## config.mk

```make
export PLATFORM = sky130hd
export DESIGN_NAME = shell_line_tokenizer
export DESIGN_NICKNAME = d
export VERILOG_FILES = /design/src/hw/rtl/slt_pkg.sv /design/src/hw/rtl/slt_lexer.sv /design/src/hw/rtl/slt_out_queue.sv /design/src/hw/rtl/shell_line_tokenizer.sv
export VERILOG_INCLUDE_DIRS = /design/src /design/src/hw/rtl
export SDC_FILE = /design/constraint.sdc
export NUM_CORES = 1
export LEC_CHECK = 0
export ABC_AREA = 1
export ABC_CLOCK_PERIOD_IN_PS = 4380
export BUFFER_PORTS_ARGS = -buffer_cell sky130_fd_sc_hd__buf_4
export CAP_MARGIN = 10
export CORE_MARGIN = 1
export CORE_UTILIZATION = 56
export CTS_CLUSTER_DIAMETER = 50
export CTS_CLUSTER_SIZE = 28
export DETAILED_ROUTE_END_ITERATION = 6
export PLACE_DENSITY_LB_ADDON = 0.1
export SLEW_MARGIN = 20
export SYNTH_ARGS = -nofsm -noshare
export SYNTH_HDL_FRONTEND = slang
export SYNTH_SLANG_ARGS = --single-unit
```

## constraint.sdc

```tcl
create_clock -name clk -period 4.38 [get_ports clk]
set_clock_uncertainty 0.05 [all_clocks]
set_input_delay 0.876 -clock clk [delete_from_list [all_inputs] [get_ports clk]]
set_output_delay 0.876 -clock clk [all_outputs]
set_load 0.01 [all_outputs]
```

## src/hw/rtl/assert_macros.svh

```systemverilog
// ----------------------------------------------------------------------------
// Assertion macros
// Shared concurrent assertion forms for the RTL; compile them out with
// NO_ASSERTIONS.
// ----------------------------------------------------------------------------
`ifndef ASSERT_MACROS_SVH
`define ASSERT_MACROS_SVH

`ifndef NO_ASSERTIONS

// Same-cycle implication, sampled on the rising edge, off during reset.
`define ASSERT_IMPLY(label, clk, rst_n, ante, cons) \
    label: assert property (@(posedge clk) disable iff (!rst_n) (ante) |-> (cons)) \
        else $error("assertion failed");

// Next-cycle implication, sampled on the rising edge, off during reset.
`define ASSERT_NEXT(label, clk, rst_n, ante, cons) \
    label: assert property (@(posedge clk) disable iff (!rst_n) (ante) |=> (cons)) \
        else $error("assertion failed");

`else

`define ASSERT_IMPLY(label, clk, rst_n, ante, cons)
`define ASSERT_NEXT(label, clk, rst_n, ante, cons)

`endif

`endif

```

## src/hw/rtl/slt_pkg.sv

```systemverilog
// ----------------------------------------------------------------------------
// slt_pkg
// Types, codes and helpers shared by the shell line tokenizer modules.
// ----------------------------------------------------------------------------
package slt_pkg;

    localparam int MAX_RESULTS = 4;
    localparam int CNT_W       = $clog2(MAX_RESULTS + 1);
    localparam int IDX_W       = $clog2(MAX_RESULTS);

    localparam logic [7:0] CH_GT    = 8'h3E;
    localparam logic [7:0] CH_LT    = 8'h3C;
    localparam logic [7:0] CH_PIPE  = 8'h7C;
    localparam logic [7:0] CH_TWO   = 8'h32;
    localparam logic [7:0] CH_QUOTE = 8'h22;

    typedef enum logic [1:0] {
        KIND_CHAR = 2'd0,
        KIND_WEND = 2'd1,
        KIND_OP   = 2'd2,
        KIND_EOL  = 2'd3
    } kind_t;

    typedef enum logic [2:0] {
        OP_APPEND   = 3'd0,
        OP_REDIR_ER = 3'd1,
        OP_REDIR_OU = 3'd2,
        OP_REDIR_IN = 3'd3,
        OP_PIPE     = 3'd4
    } op_t;

    typedef enum logic [1:0] {
        LEAD_NONE = 2'd0,
        LEAD_GT   = 2'd1,
        LEAD_TWO  = 2'd2
    } lead_t;

    typedef struct packed {
        kind_t      kind;
        logic [7:0] ch;
        op_t        op;
    } result_t;

    typedef struct packed {
        result_t [MAX_RESULTS-1:0] res;
        logic [CNT_W-1:0]          count;
    } lex_list_t;

    // Append one result unless the list is full.
    function automatic lex_list_t put_res(lex_list_t l, kind_t k, logic [7:0] ch, op_t op);
        lex_list_t r;
        r = l;
        if (r.count < CNT_W'(MAX_RESULTS))
        begin
            r.res[r.count[IDX_W-1:0]].kind = k;
            r.res[r.count[IDX_W-1:0]].ch   = ch;
            r.res[r.count[IDX_W-1:0]].op   = op;
            r.count = r.count + CNT_W'(1);
        end
        return r;
    endfunction

endpackage

```

## src/hw/rtl/slt_lexer.sv

```systemverilog
// ----------------------------------------------------------------------------
// slt_lexer
// Lexer state and the single-pass decode of one byte into its result list.
// ----------------------------------------------------------------------------
module slt_lexer
    import slt_pkg::*;
(
    input  logic       clk,
    input  logic       rst_n,
    input  logic       advance,
    input  logic [7:0] char_in,
    input  logic       line_end,
    output lex_list_t  results
);

    logic  quote_reg, quote_next;
    lead_t lead_reg, lead_next;
    logic  word_open_reg, word_open_next;

    always_comb
    begin
        lex_list_t l;
        logic      q;
        logic      wo;
        lead_t     ld;
        logic      used;

        l    = '0;
        q    = quote_reg;
        wo   = word_open_reg;
        ld   = LEAD_NONE;
        used = 1'b0;

        // Resolve the held lead against this byte.
        case (lead_reg)
            LEAD_GT:
            begin
                if (char_in == CH_GT)
                begin
                    l    = put_res(l, KIND_OP, 8'h00, OP_APPEND);
                    used = 1'b1;
                end
                else
                begin
                    l = put_res(l, KIND_OP, 8'h00, OP_REDIR_OU);
                end
            end
            LEAD_TWO:
            begin
                if (char_in == CH_GT)
                begin
                    if (wo)
                    begin
                        l = put_res(l, KIND_WEND, 8'h00, OP_APPEND);
                    end
                    wo   = 1'b0;
                    l    = put_res(l, KIND_OP, 8'h00, OP_REDIR_ER);
                    used = 1'b1;
                end
                else
                begin
                    l  = put_res(l, KIND_CHAR, CH_TWO, OP_APPEND);
                    wo = 1'b1;
                end
            end
            default:
            begin
            end
        endcase

        // Lex the byte itself.
        if (!used)
        begin
            if (q)
            begin
                if (char_in == CH_QUOTE)
                begin
                    q = 1'b0;
                end
                else
                begin
                    l  = put_res(l, KIND_CHAR, char_in, OP_APPEND);
                    wo = 1'b1;
                end
            end
            else if (char_in inside {8'h20, [8'h09:8'h0D]})
            begin
                if (wo)
                begin
                    l = put_res(l, KIND_WEND, 8'h00, OP_APPEND);
                end
                wo = 1'b0;
            end
            else if (char_in == CH_GT)
            begin
                if (wo)
                begin
                    l = put_res(l, KIND_WEND, 8'h00, OP_APPEND);
                end
                wo = 1'b0;
                ld = LEAD_GT;
            end
            else if (char_in == CH_TWO)
            begin
                ld = LEAD_TWO;
            end
            else if (char_in == CH_LT || char_in == CH_PIPE)
            begin
                if (wo)
                begin
                    l = put_res(l, KIND_WEND, 8'h00, OP_APPEND);
                end
                wo = 1'b0;
                l  = put_res(l, KIND_OP, 8'h00,
                             (char_in == CH_LT) ? OP_REDIR_IN : OP_PIPE);
            end
            else if (char_in == CH_QUOTE)
            begin
                q = 1'b1;
            end
            else
            begin
                l  = put_res(l, KIND_CHAR, char_in, OP_APPEND);
                wo = 1'b1;
            end
        end

        // Flush at line end: resolve the lead, close the word, mark the end.
        if (line_end)
        begin
            if (ld == LEAD_GT)
            begin
                l = put_res(l, KIND_OP, 8'h00, OP_REDIR_OU);
            end
            else if (ld == LEAD_TWO)
            begin
                l  = put_res(l, KIND_CHAR, CH_TWO, OP_APPEND);
                wo = 1'b1;
            end
            ld = LEAD_NONE;
            if (wo)
            begin
                l = put_res(l, KIND_WEND, 8'h00, OP_APPEND);
            end
            l  = put_res(l, KIND_EOL, 8'h00, OP_APPEND);
            q  = 1'b0;
            wo = 1'b0;
        end

        results        = l;
        quote_next     = q;
        lead_next      = ld;
        word_open_next = wo;
    end

    // Commit the state only when the byte's results move to the output.
    always_ff @(posedge clk or negedge rst_n)
    begin
        if (!rst_n)
        begin
            quote_reg     <= 1'b0;
            lead_reg      <= LEAD_NONE;
            word_open_reg <= 1'b0;
        end
        else if (advance)
        begin
            quote_reg     <= quote_next;
            lead_reg      <= lead_next;
            word_open_reg <= word_open_next;
        end
    end

endmodule

```

## src/hw/rtl/slt_out_queue.sv

```systemverilog
// ----------------------------------------------------------------------------
// slt_out_queue
// Result register: holds one byte's result list and hands it out in order.
// ----------------------------------------------------------------------------
module slt_out_queue
    import slt_pkg::*;
(
    input  logic       clk,
    input  logic       rst_n,
    input  logic       load,
    input  lex_list_t  list_in,
    output logic       can_load,
    output logic       out_valid,
    input  logic       out_stall,
    output logic [1:0] kind,
    output logic [7:0] char_out,
    output logic [2:0] operator_code,
    output logic       last
);

    result_t [MAX_RESULTS-1:0] slots_reg;
    logic [CNT_W-1:0]          cnt_reg, cnt_next;
    logic [IDX_W-1:0]          pos_reg, pos_next;
    result_t                   cur;
    logic                      take;

    assign cur           = slots_reg[pos_reg];
    assign out_valid     = (cnt_reg != '0);
    assign last          = (CNT_W'(pos_reg) + CNT_W'(1) == cnt_reg);
    assign kind          = cur.kind;
    assign char_out      = cur.ch;
    assign operator_code = cur.op;
    assign take          = out_valid && !out_stall;
    assign can_load      = !out_valid || (take && last);

    always_comb
    begin
        cnt_next = cnt_reg;
        pos_next = pos_reg;
        if (load)
        begin
            cnt_next = list_in.count;
            pos_next = '0;
        end
        else if (take)
        begin
            if (last)
            begin
                cnt_next = '0;
                pos_next = '0;
            end
            else
            begin
                pos_next = pos_reg + IDX_W'(1);
            end
        end
    end

    always_ff @(posedge clk or negedge rst_n)
    begin
        if (!rst_n)
        begin
            cnt_reg <= '0;
            pos_reg <= '0;
        end
        else
        begin
            cnt_reg <= cnt_next;
            pos_reg <= pos_next;
        end
    end

    always_ff @(posedge clk)
    begin
        if (load)
        begin
            slots_reg <= list_in.res;
        end
    end

endmodule

```

## src/hw/rtl/shell_line_tokenizer.sv

```systemverilog
// ----------------------------------------------------------------------------
// shell_line_tokenizer
// Streaming lexer for a shell command line: bytes in, token events out.
// ----------------------------------------------------------------------------
// Each accepted byte lands in an input register; one pass of decode logic
// turns it, with the lexer state, into zero to four results, which load into
// a four-slot result register that hands them out one per cycle while
// out_stall is low. So plain text and whitespace stream at one byte per
// cycle when the output does not stall; a byte with several results holds
// the result register until its last result is taken, and the input stalls
// meanwhile. The first result of a byte passes the input register and then
// the result register before it is valid, and is taken while out_stall is low.
// ----------------------------------------------------------------------------
`include "assert_macros.svh"

module shell_line_tokenizer
    import slt_pkg::*;
(
    input  logic       clk,
    input  logic       rst_n,
    input  logic       in_valid,
    output logic       in_stall,
    input  logic [7:0] char_in,
    input  logic       line_end,
    output logic       out_valid,
    input  logic       out_stall,
    output logic [1:0] kind,
    output logic [7:0] char_out,
    output logic [2:0] operator_code,
    output logic       last
);

    logic       hold_valid_reg;
    logic [7:0] char_reg;
    logic       line_end_reg;
    logic       can_load;
    logic       advance;
    logic       in_take;
    lex_list_t  lex_results;

    // Advance when the held byte exists and the result register frees up.
    assign advance  = hold_valid_reg && can_load;
    assign in_stall = hold_valid_reg && !can_load;
    assign in_take  = in_valid && !in_stall;

    always_ff @(posedge clk or negedge rst_n)
    begin
        if (!rst_n)
        begin
            hold_valid_reg <= 1'b0;
        end
        else if (in_take)
        begin
            hold_valid_reg <= 1'b1;
        end
        else if (advance)
        begin
            hold_valid_reg <= 1'b0;
        end
    end

    // Capture the byte of each accepted transaction.
    always_ff @(posedge clk)
    begin
        if (in_take)
        begin
            char_reg     <= char_in;
            line_end_reg <= line_end;
        end
    end

    slt_lexer u_lexer (
        .clk      (clk),
        .rst_n    (rst_n),
        .advance  (advance),
        .char_in  (char_reg),
        .line_end (line_end_reg),
        .results  (lex_results)
    );

    slt_out_queue u_out_queue (
        .clk           (clk),
        .rst_n         (rst_n),
        .load          (advance),
        .list_in       (lex_results),
        .can_load      (can_load),
        .out_valid     (out_valid),
        .out_stall     (out_stall),
        .kind          (kind),
        .char_out      (char_out),
        .operator_code (operator_code),
        .last          (last)
    );

    // The input stalls only while a byte waits for the result register.
    `ASSERT_IMPLY(a_stall_needs_hold, clk, rst_n, in_stall, hold_valid_reg)
    // A taken result that is not the last leaves more results behind it.
    `ASSERT_NEXT(a_more_after_not_last, clk, rst_n,
                 out_valid && !out_stall && !last, out_valid)
    // End of line always closes a byte's result list.
    `ASSERT_IMPLY(a_eol_is_last, clk, rst_n, out_valid && kind == KIND_EOL, last)
    // Only word characters carry a byte.
    `ASSERT_IMPLY(a_char_zero, clk, rst_n,
                  out_valid && kind != KIND_CHAR, char_out == 8'h00)

endmodule

```

==> impl_metrics.yaml, run 1 <==
finish:
  fin_cells: 814
  n_antenna_cell: 0
  nets: 739
  largest_reg_flops: 52
  area.growth.synth_to_final_pct: 25.3
  fill_cells: 703
  final_util_pct: 72.1
  post-route-cell-area_um2: 6250
  drive_gt1_share_pct: 29.2
sta:
  relSlewSlack_pct: 48.8
  finalWorstSetupSlack_ns: -0.0654
  whs_ns: 0.280
  fmax_ghz: 0.225
  rsz0062_at_grt: "yes"
  worst_pin_slew_ns: 0.767
  setup_tns_ns: -0.512
  min_period_over_period_pct: 101
  setup_viol: 21
  hold_viol: 0
  period_needed_ns: 4.45
  slew_viol_final: 0
run:
  maxCapViolCount: 0
yosys:
  ys.flop_type: "edfxtp_1"
  synth.ff_latch_count: 71
  synth_top_family_by_area: "simple AND/OR/NAND/NOR gates"
  synth_mux_area_share_pct: 0
  ys_seq_area_share_pct: 41.7
  synth_top_area_share_pct: 36.7
  synth_cell_type_count: 48
  synth_fa_ha_area_share_pct: 6.27
  synth_compound_area_share_pct: 15.8
  ys_async_sr_fraction_pct: 14.1
  synth_fp_nets: 658
  synth_top_area_cell: "edfxtp_1"
  ys.warnings.count: 0
  yosys.area_share.xor_xnor_pct: 0.527
  syn_area_um2: 4990
  synthSimpleGateAreaFrac_pct: 27.7
  synth_common_cells: "nand2_1 (106), inv_1 (75), nor2_1 (71)"
  synth_edf_count: 61
  ys_top_cells_by_area: "edfxtp_1 (37%), nand2_1 (8.0%), ha_1 (6.3%)"
  synth.most_common_cell: "nand2_1"
  syn_avg_cell_area_um2: 8.05
  synthCells: 620
placement:
  dp.cells: 786
  post-dp-hpwl_um: 10700
  gp_congestion: 0.972
  port_buffers: 28
  post_dp_cell_area_um2: 5690
  place_ws_ns: -0.159
worst_setup_path:
  cp_common_cell: "nand2_4"
  cp_top_family: "simple AND/OR/NAND/NOR gates"
  startpoint_type: "register"
  crit_buf_inv: 5
  crit_type: "reg2reg"
  slowest_stage: "edfxtp_1"
  cp.required_ns: 4.55
  path_max_fanout: 8
  critical_path_arrival_ns: 4.62
  max_stage_delay_ns: 0.41
  critPathCaptureType: "register"
routing:
  final_antenna_net_count: 0
  vias: 4751
  totalWireLength_um: 14600
  drc: 1
  vias_per_cell: 5.84
  dr.pass1.iters: 7
  dr.first_iter.drc_count: 377
  wl_per_cell_um: 17.9
cts:
  cts_root_buf: "clkbuf_8"
  cts_tree: "built"
  cts_made_buffers: 9
  cts_sinks: 71
  clkTransAtPathRegs_ns: 0.09
  ctsLongestPathBuffers: 2
  clk_latency_ns: 0.37
  h-tree-depth: 3
global_route:
  grt_usage_pct: 32.3
  overflow: 0
  grt_max_degree: 53
  grt_pass1_vias: 4245
  grt_pass1_wl_um: 21900
  antenna_found_initial: 0
floorplanning:
  fp.dieW_um: 96.4
  pin_count: 29
  core.rowCount: 34
  start_util_pct: 57.5
  die_y_um: 96.4
  design.core.area_um2: 8680
  die-area_um2: 9290
status:
  outcome: "finished with violations"
  violations: "design-rule violations, negative setup slack"
pwr:
  finalPower_mw: 3.57
  power_leakage_nw: 2.72
  vdd_drop_max_mv: 0.299
  p_per_area_nw_per_um2: 571
min_path:
  hold_path_class: "in2async"
cell families after synthesis:
| family | count (synthesis) |
|---|---|
| DFF | 71 |
| adders and majority gates | 25 |
| and+or+nand+nor | 282 |
| xor gates and xnor gates | 3 |
| buffers and inverters | 103 |
| AOI/OAI and AO/OA | 136 |
metal layers:
metal,up-vias,GRT usage [%],part of all wire [%]
li1,2268,-,-
met1,2210,44.3,43
met2,237,50.6,46
met3,36,6.81,7.6
met4,0,11.2,2.8
met5,-,0,0
final timing paths:
path	slack, ns	start	endpoint	cells past startpoint
setup reg to reg	-0.07	char_reg[6]$_DFFE_PP_	u_out_queue.slots_reg[29]$_DFFE_PP_	32
hold / removal	0.28	rst_n	u_lexer.word_open_reg$_DFFE_PN0P_	1
setup / recovery	-0.07	char_reg[6]$_DFFE_PP_	u_out_queue.slots_reg[29]$_DFFE_PP_	32
hold reg to reg	0.48	u_out_queue.cnt_reg[1]$_DFFE_PN0P_	u_out_queue.cnt_reg[1]$_DFFE_PN0P_	2
max in group asynchronous	3.84	rst_n	hold_valid_reg$_DFFE_PN0P_	1
min in group clk	0.48	u_out_queue.cnt_reg[1]$_DFFE_PN0P_	u_out_queue.cnt_reg[1]$_DFFE_PN0P_	2
report_power, final:
group | internal [mW] | leakage, nW | switching [mW] | total [mW]
clock network | 0.216 | 0.0888 | 0.289 | 0.505
registers | 1.06 | 0.704 | 0.100 | 1.16
logic | 0.726 | 1.93 | 1.18 | 1.91
layout by cell type, fill, tap and decap left out, drive strengths merged, types with 4 or more instances in the layout:
cell type,n
nand2,129
inv,90
buf,84
nor2,79
o21ai,72
edfxtp,61
nand3,39
ha,25
a21oi,22
o22ai,21
nor3,20
dfrtp,10
clkbuf,9
nand4,6
a31oi,4
o211ai,4
and2,4
clkinv,4
o31ai,4
final cells by class:
class / instances / area, um2 / area share, %
sequential: 71 / 2080 / 33.3
clock inverter: 7 / 61.3 / 0.980
timing repair buffer: 84 / 651 / 10.4
multi-input combinational: 446 / 2860 / 45.7
clock buffer: 9 / 124 / 1.98
tap: 108 / 135 / 2.16
inverter: 89 / 343 / 5.48
repair_timing:
item / 4_1_cts / 5_1_grt
cloned: 0 / 0
setup buffers: 6 / 6
setup endpoints to repair: 36 / 46
resized for setup: 26 / 36
pin swaps: 12 / 30
endpoints found under the hold margin: 0 / 0
hold buffers: 0 / 0
(Power assumes the default switching activity.)
==> run 2: changes to the inputs <==
--- a/config.mk
+++ b/config.mk
@@ -11,10 +11,11 @@
 export BUFFER_PORTS_ARGS = -buffer_cell sky130_fd_sc_hd__buf_4
 export CAP_MARGIN = 10
 export CORE_MARGIN = 1
-export CORE_UTILIZATION = 56
+export CORE_UTILIZATION = 30
 export CTS_CLUSTER_DIAMETER = 50
 export CTS_CLUSTER_SIZE = 28
 export DETAILED_ROUTE_END_ITERATION = 6
+export GPL_ROUTABILITY_DRIVEN = 1
 export PLACE_DENSITY_LB_ADDON = 0.1
 export SLEW_MARGIN = 20
 export SYNTH_ARGS = -nofsm -noshare
==> constraint.sdc (replaced) <==
create_clock -name clk -period 4.38 [get_ports clk]
set_clock_uncertainty 0.05 [all_clocks]
set_input_delay 0.438 -clock clk [delete_from_list [all_inputs] [get_ports clk]]
set_output_delay 0.438 -clock clk [all_outputs]
set_load 0.01 [all_outputs]
==> run 2 against run 1 <==
Effect of this change: the flow now finishes without violations; clock-buffer cell count is 1 higher; clock power is 45% higher; critical path depth is 1 lower; sequential share of layout area is 2.1 points lower; critical endpoint is now u_out_queue.slots_reg[13]$_DFFE_PP_; combinational power is 2% higher; utilization is 30 points lower; final cell count is 17% higher; die area is 85% higher; hold slack worse by 0.067 ns; non-clock buffer count is 30 higher; global-route usage is 12 points lower; design area is 6.8% higher.
==> impl_metrics.yaml, run 2 (synthesis gave the netlist of run 1 again) <==
sta:
  setup_viol: 0
  period_needed_ns: 4.34
  fmax_ghz: 0.230
  worst_pin_slew_ns: 0.824
  rsz0062_at_grt: "yes"
  min_period_over_period_pct: 99.2
  slew_viol_final: 0
  hold_viol: 0
  relSlewSlack_pct: 45.0
floorplanning:
  die-area_um2: 17200
  start_util_pct: 31.1
  die_y_um: 131
  fp.dieW_um: 131
  design.core.area_um2: 16100
  pin_count: 29
  core.rowCount: 46
status:
  outcome: "complete, no violations"
global_route:
  grt_pass1_vias: 4518
  met3_usage_pct: 3.83
  antenna_found_initial: 0
  grt_usage_pct: 20.2
  grt_pass1_wl_um: 25300
  grt_max_degree: 53
  overflow: 0
  grt_use_met2_pct: 31.2
  busiest_layer: "met2"
  grt_use_met1_pct: 28.1
worst_setup_path:
  max_stage_delay_ns: 0.38
  slowest_stage: "dfrtp_1"
  critPathCaptureType: "register"
  path_max_fanout: 7
  cp.required_ns: 4.40
  r2r_start: "u_lexer.lead_reg[0]$_DFFE_PN0P_"
  critical_path_arrival_ns: 4.37
  ff2ff_path_depth: 31
  rr_endpoint: "u_out_queue.slots_reg[13]$_DFFE_PP_"
  startpoint_type: "register"
  crit_type: "reg2reg"
  cp_common_cell: "ha_4"
  r2r_slack_ns: 0.04
finish:
  n_antenna_cell: 0
  area.growth.synth_to_final_pct: 33.9
  post-route-cell-area_um2: 6680
  layout_common_cells: "buf_4 (112), nand2_1 (95), inv_1 (68), nor2_1 (68), edfxtp_1 (61)"
  drive_gt1_share_pct: 31.5
  fill_cells: 1636
  layout.cells.most_common: "buf_4"
  final_util_pct: 41.6
  nets: 769
  largest_reg_flops: 52
cts:
  cts_tree: "built"
  ctsLongestPathBuffers: 2
  clkTransAtPathRegs_ns: 0.06
  cts_made_buffers: 9
  h-tree-depth: 3
  clk_latency_ns: 0.35
  cts_root_buf: "clkbuf_16"
  cts_sinks: 71
routing:
  dr.pass1.iters: 5
  drc: 0
  wl_per_cell_um: 17.0
  totalWireLength_um: 16200
  final_antenna_net_count: 0
  dr.first_iter.drc_count: 320
  vias: 4686
  vias_per_cell: 4.92
pwr:
  comb_power_share_pct: 50.8
  clkPwrFrac_pct: 19.1
  net-switching-power_mw: 1.58
  p_seq_share_pct: 30.2
  power_leakage_nw: 2.89
  p_sw_share_pct: 41.1
  p_per_area_nw_per_um2: 575
  p_int_mw: 2.26
  vdd_drop_max_mv: 0.242
min_path:
  holdCritStartpoint: "line_end"
  hold_end: "line_end_reg$_DFFE_PP_"
  hold_path_class: "in2reg"
  whs_path_depth: 1
placement:
  gp_congestion: 0.893
  post_dp_cell_area_um2: 5940
  port_buffers: 28
  post-dp-hpwl_um: 12300
run:
  maxCapViolCount: 0
run 2: cell types whose count changed in the layout (fill, tap and decap cells not counted), sizes merged:
cell and change:
buf +29, bufinv +1, clkbuf +1, clkinv +2, clkinvlp -1, dlygate4sd3 +1, inv -3
run 2: metrics by stage:
| step | cells | power (mW) | TNS [ns] | hold WS [ns] | worst slack, ns |
|---|---|---|---|---|---|
| global route | 952 | 4.13 | -6.25 | 0.199 | -0.207 |
| floorplan | 620 | 2.21 | -2.54 | 0.0924 | -0.115 |
| detailed placement | 912 | 2.92 | -3.86 | 0.241 | -0.231 |
| CTS | 943 | 3.76 | -0.0210 | 0.202 | -0.00745 |
| global placement | 912 | 2.91 | -1.51 | 0.242 | -0.165 |
| finish | 952 | 3.84 | 0 | 0.213 | 0.0358 |
run 2: worst max-delay path: cells and delay by family (launching register included):
kind	cells	cell delay (ns)
compound gates	5	0.59
flops	1	0.38
fa+ha+maj	6	1.22
buf+inv	5	0.42
simple gates	15	1.41
run 2: worst max path at each step:
stage / slack (ns) / from / end
floorplan: -0.11 / char_reg[6]$_DFFE_PP_ / u_out_queue.slots_reg[32]$_DFFE_PP_
global placement: -0.17 / char_reg[6]$_DFFE_PP_ / u_out_queue.slots_reg[13]$_DFFE_PP_
detailed placement: -0.23 / char_reg[6]$_DFFE_PP_ / u_out_queue.slots_reg[13]$_DFFE_PP_
CTS: -0.007 / char_reg[7]$_DFFE_PP_ / u_out_queue.slots_reg[18]$_DFFE_PP_
global route: -0.21 / char_reg[6]$_DFFE_PP_ / u_out_queue.slots_reg[32]$_DFFE_PP_
finish: 0.04 / u_lexer.lead_reg[0]$_DFFE_PN0P_ / u_out_queue.slots_reg[13]$_DFFE_PP_
run 2: power groups by stage:
stage / Combinational [mW] / Clock, mW / Sequential (mW)
final: 1.95 / 0.732 / 1.16
after global routing: 2.16 / 0.780 / 1.19
after CTS: 1.85 / 0.747 / 1.16
after detailed placement: 1.75 / 0 / 1.17
after global placement: 1.74 / 0 / 1.17
after floorplan: 1.05 / 0 / 1.15
run 2: area by class of cell:
type	instances	area, um2	share of cell area [%]
repair buffers	114	862	12.9
inverters	89	345	5.17
clock buffers	10	229	3.43
multi-input cells	446	2830	42.4
well taps	216	270	4.05
clock inverters	6	60.1	0.899
flip-flops and latches	71	2080	31.2
run 2: timing repair:
| action | 4_1_cts | 5_1_grt |
|---|---|---|
| buffers inserted | 14 | 11 |
| hold buffers | 1 | 0 |
| gates resized for setup | 29 | 32 |
| pin swaps | 8 | 10 |
| endpoints found under the setup margin | 41 | 46 |
| hold endpoints to repair | 10 | 0 |
run 2: metal layers:
layer	routed length [um]	vias to the layer above
met2	7310	91
met1	8050	2241
li1	-	2334
met3	510	20
met4	293	0
met5	0	-
==> run 3: changes to the inputs <==
==> constraint.sdc (replaced) <==
create_clock -name clk -period 4.38 [get_ports clk]
set_clock_uncertainty 0.05 [all_clocks]
set_input_delay 0.219 -clock clk [delete_from_list [all_inputs] [get_ports clk]]
set_output_delay 0.219 -clock clk [all_outputs]
set_load 0.01 [all_outputs]
==> run 3 against run 2 <==
Effect of this change: sequential share of layout area decreased by 0.41 points; combinational power is essentially flat; critical endpoint unchanged; register-to-register slack about the same; largest cell class unchanged; critical path type unchanged.
==> impl_metrics.yaml, run 3 (synthesis gave the netlist of run 1 again) <==
status:
  outcome: "complete, no violations"
cts:
  h-tree-depth: 3
  ctsLongestPathBuffers: 2
  clkTransAtPathRegs_ns: 0.06
  cts_root_buf: "clkbuf_16"
  cts_made_buffers: 9
  cts_tree: "built"
  clk_latency_ns: 0.35
  cts_sinks: 71
finish:
  n_antenna_cell: 0
  nets: 778
  post-route-cell-area_um2: 6770
  layout.cells.most_common: "buf_4"
  largest_reg_flops: 52
  final_util_pct: 42.2
  fin_cells: 961
  area.growth.synth_to_final_pct: 35.7
  drive_gt1_share_pct: 31.1
  fill_cells: 1633
  layout_common_cells: "buf_4 (112), nand2_1 (95), inv_1 (68), nor2_1 (68), edfxtp_1 (61)"
pwr:
  p_per_area_nw_per_um2: 568
  finalPower_mw: 3.84
  vdd_drop_max_mv: 0.243
  p_int_mw: 2.27
  p_seq_share_pct: 30.1
  net-switching-power_mw: 1.58
  power_leakage_nw: 2.93
  p_sw_share_pct: 41.0
  clkPwrFrac_pct: 19.0
  comb_power_share_pct: 50.8
sta:
  fmax_ghz: 0.231
  slew_viol_final: 0
  finalWorstSetupSlack_ns: 0.0425
  relSlewSlack_pct: 45.0
  period_needed_ns: 4.34
  hold_viol: 0
  worst_pin_slew_ns: 0.824
  min_period_over_period_pct: 99.0
  rsz0062_at_grt: "yes"
  setup_viol: 0
worst_setup_path:
  startpoint_type: "register"
  max_stage_delay_ns: 0.38
  cp_common_cell: "ha_4"
  critPathCaptureType: "register"
  cp.required_ns: 4.40
  crit_type: "reg2reg"
  slowest_stage: "dfrtp_1"
  path_max_fanout: 7
  ff2ff_path_depth: 31
  critical_path_arrival_ns: 4.36
placement:
  port_buffers: 28
  post-dp-hpwl_um: 12300
  gp_congestion: 0.893
  dp.cells: 912
  place_ws_ns: -0.231
  post_dp_cell_area_um2: 5940
routing:
  totalWireLength_um: 16200
  vias: 4741
  dr.first_iter.drc_count: 296
  drc: 0
  dr.pass1.iters: 4
  final_antenna_net_count: 0
  vias_per_cell: 4.93
  wl_per_cell_um: 16.8
floorplanning:
  pin_count: 29
  die_y_um: 131
  die-area_um2: 17200
  fp.dieW_um: 131
  core.rowCount: 46
  design.core.area_um2: 16100
  start_util_pct: 31.1
global_route:
  antenna_found_initial: 0
  grt_pass1_wl_um: 25500
  grt_pass1_vias: 4569
  grt_max_degree: 53
  overflow: 0
  grt_usage_pct: 20.3
min_path:
  hold_path_class: "in2reg"
  whs_path_depth: 3
run:
  maxCapViolCount: 0
run 3: changes by cell type in the layout (fill, tap and decap cells not counted):
cell,delta
dlygate4sd3_1,+9
run 3: final cells by class:
type                    count  area, um2  area share [%]
clock buffers              10        229            3.38
clock inverters             6       60.1           0.887
inverters                  89        345            5.10
multi-input cells         446       2830            41.8
flip-flops and latches     71       2080            30.8
well taps                 216        270            3.99
repair buffers            123        952            14.1
run 3: path summary, 6_finish.rpt:
kind                                                    start                                   to  slack (ns)
setup / recovery              u_lexer.lead_reg[0]$_DFFE_PN0P_  u_out_queue.slots_reg[13]$_DFFE_PP_        0.04
hold / removal                                       in_valid           hold_valid_reg$_DFFE_PN0P_        0.05
setup reg to reg              u_lexer.lead_reg[0]$_DFFE_PN0P_  u_out_queue.slots_reg[13]$_DFFE_PP_        0.04
hold reg to reg            u_out_queue.cnt_reg[2]$_DFFE_PN0P_   u_out_queue.cnt_reg[2]$_DFFE_PN0P_        0.49
max in group asynchronous                               rst_n   u_out_queue.pos_reg[0]$_DFFE_PN0P_        3.90
min in group asynchronous                               rst_n    u_lexer.word_open_reg$_DFFE_PN0P_        0.20
run 3: worst max-delay path: cells and delay by family (launching register included):
kind / cells / cell delay, ns
AOI/OAI and AO/OA: 5 / 0.59
and+or+nand+nor: 15 / 1.41
adders and majority gates: 6 / 1.22
buffers and inverters: 5 / 0.42
DFF: 1 / 0.38
run 3: repair_timing:
| item | in CTS | in global routing |
|---|---|---|
| pin swaps | 8 | 10 |
| setup endpoints to repair | 41 | 46 |
| endpoints found under the hold margin | 19 | 0 |
| cloned | 0 | 0 |
| hold buffers | 10 | 0 |
| gates resized for setup | 29 | 32 |
| setup buffers | 14 | 11 |
run 3: routing by layer:
layer / vias to the layer above / wire, um / track usage [%]
met1: 2265 / 7960 / 28.2
met2: 99 / 7310 / 31.4
met5: - / 0 / 0
met3: 23 / 582 / 3.83
li1: 2354 / - / -
met4: 0 / 312 / 7.37
run 3: per-stage QoR:
stage                     TNS (ns)  hold WS, ns
final                            0       0.0508
after global routing         -6.25       0.0612
after CTS                  -0.0210       0.0394
after floorplan              -2.54       -0.127
after global placement       -1.51       0.0228
after detailed placement     -3.86       0.0223
run 3: power groups by stage:
| stage | registers (mW) | clock network [mW] | logic [mW] |
|---|---|---|---|
| CTS | 1.16 | 0.747 | 1.86 |
| global route | 1.19 | 0.780 | 2.17 |
| detailed placement | 1.17 | 0 | 1.75 |
| floorplan | 1.15 | 0 | 1.05 |
| global placement | 1.17 | 0 | 1.74 |
| finish | 1.16 | 0.732 | 1.95 |
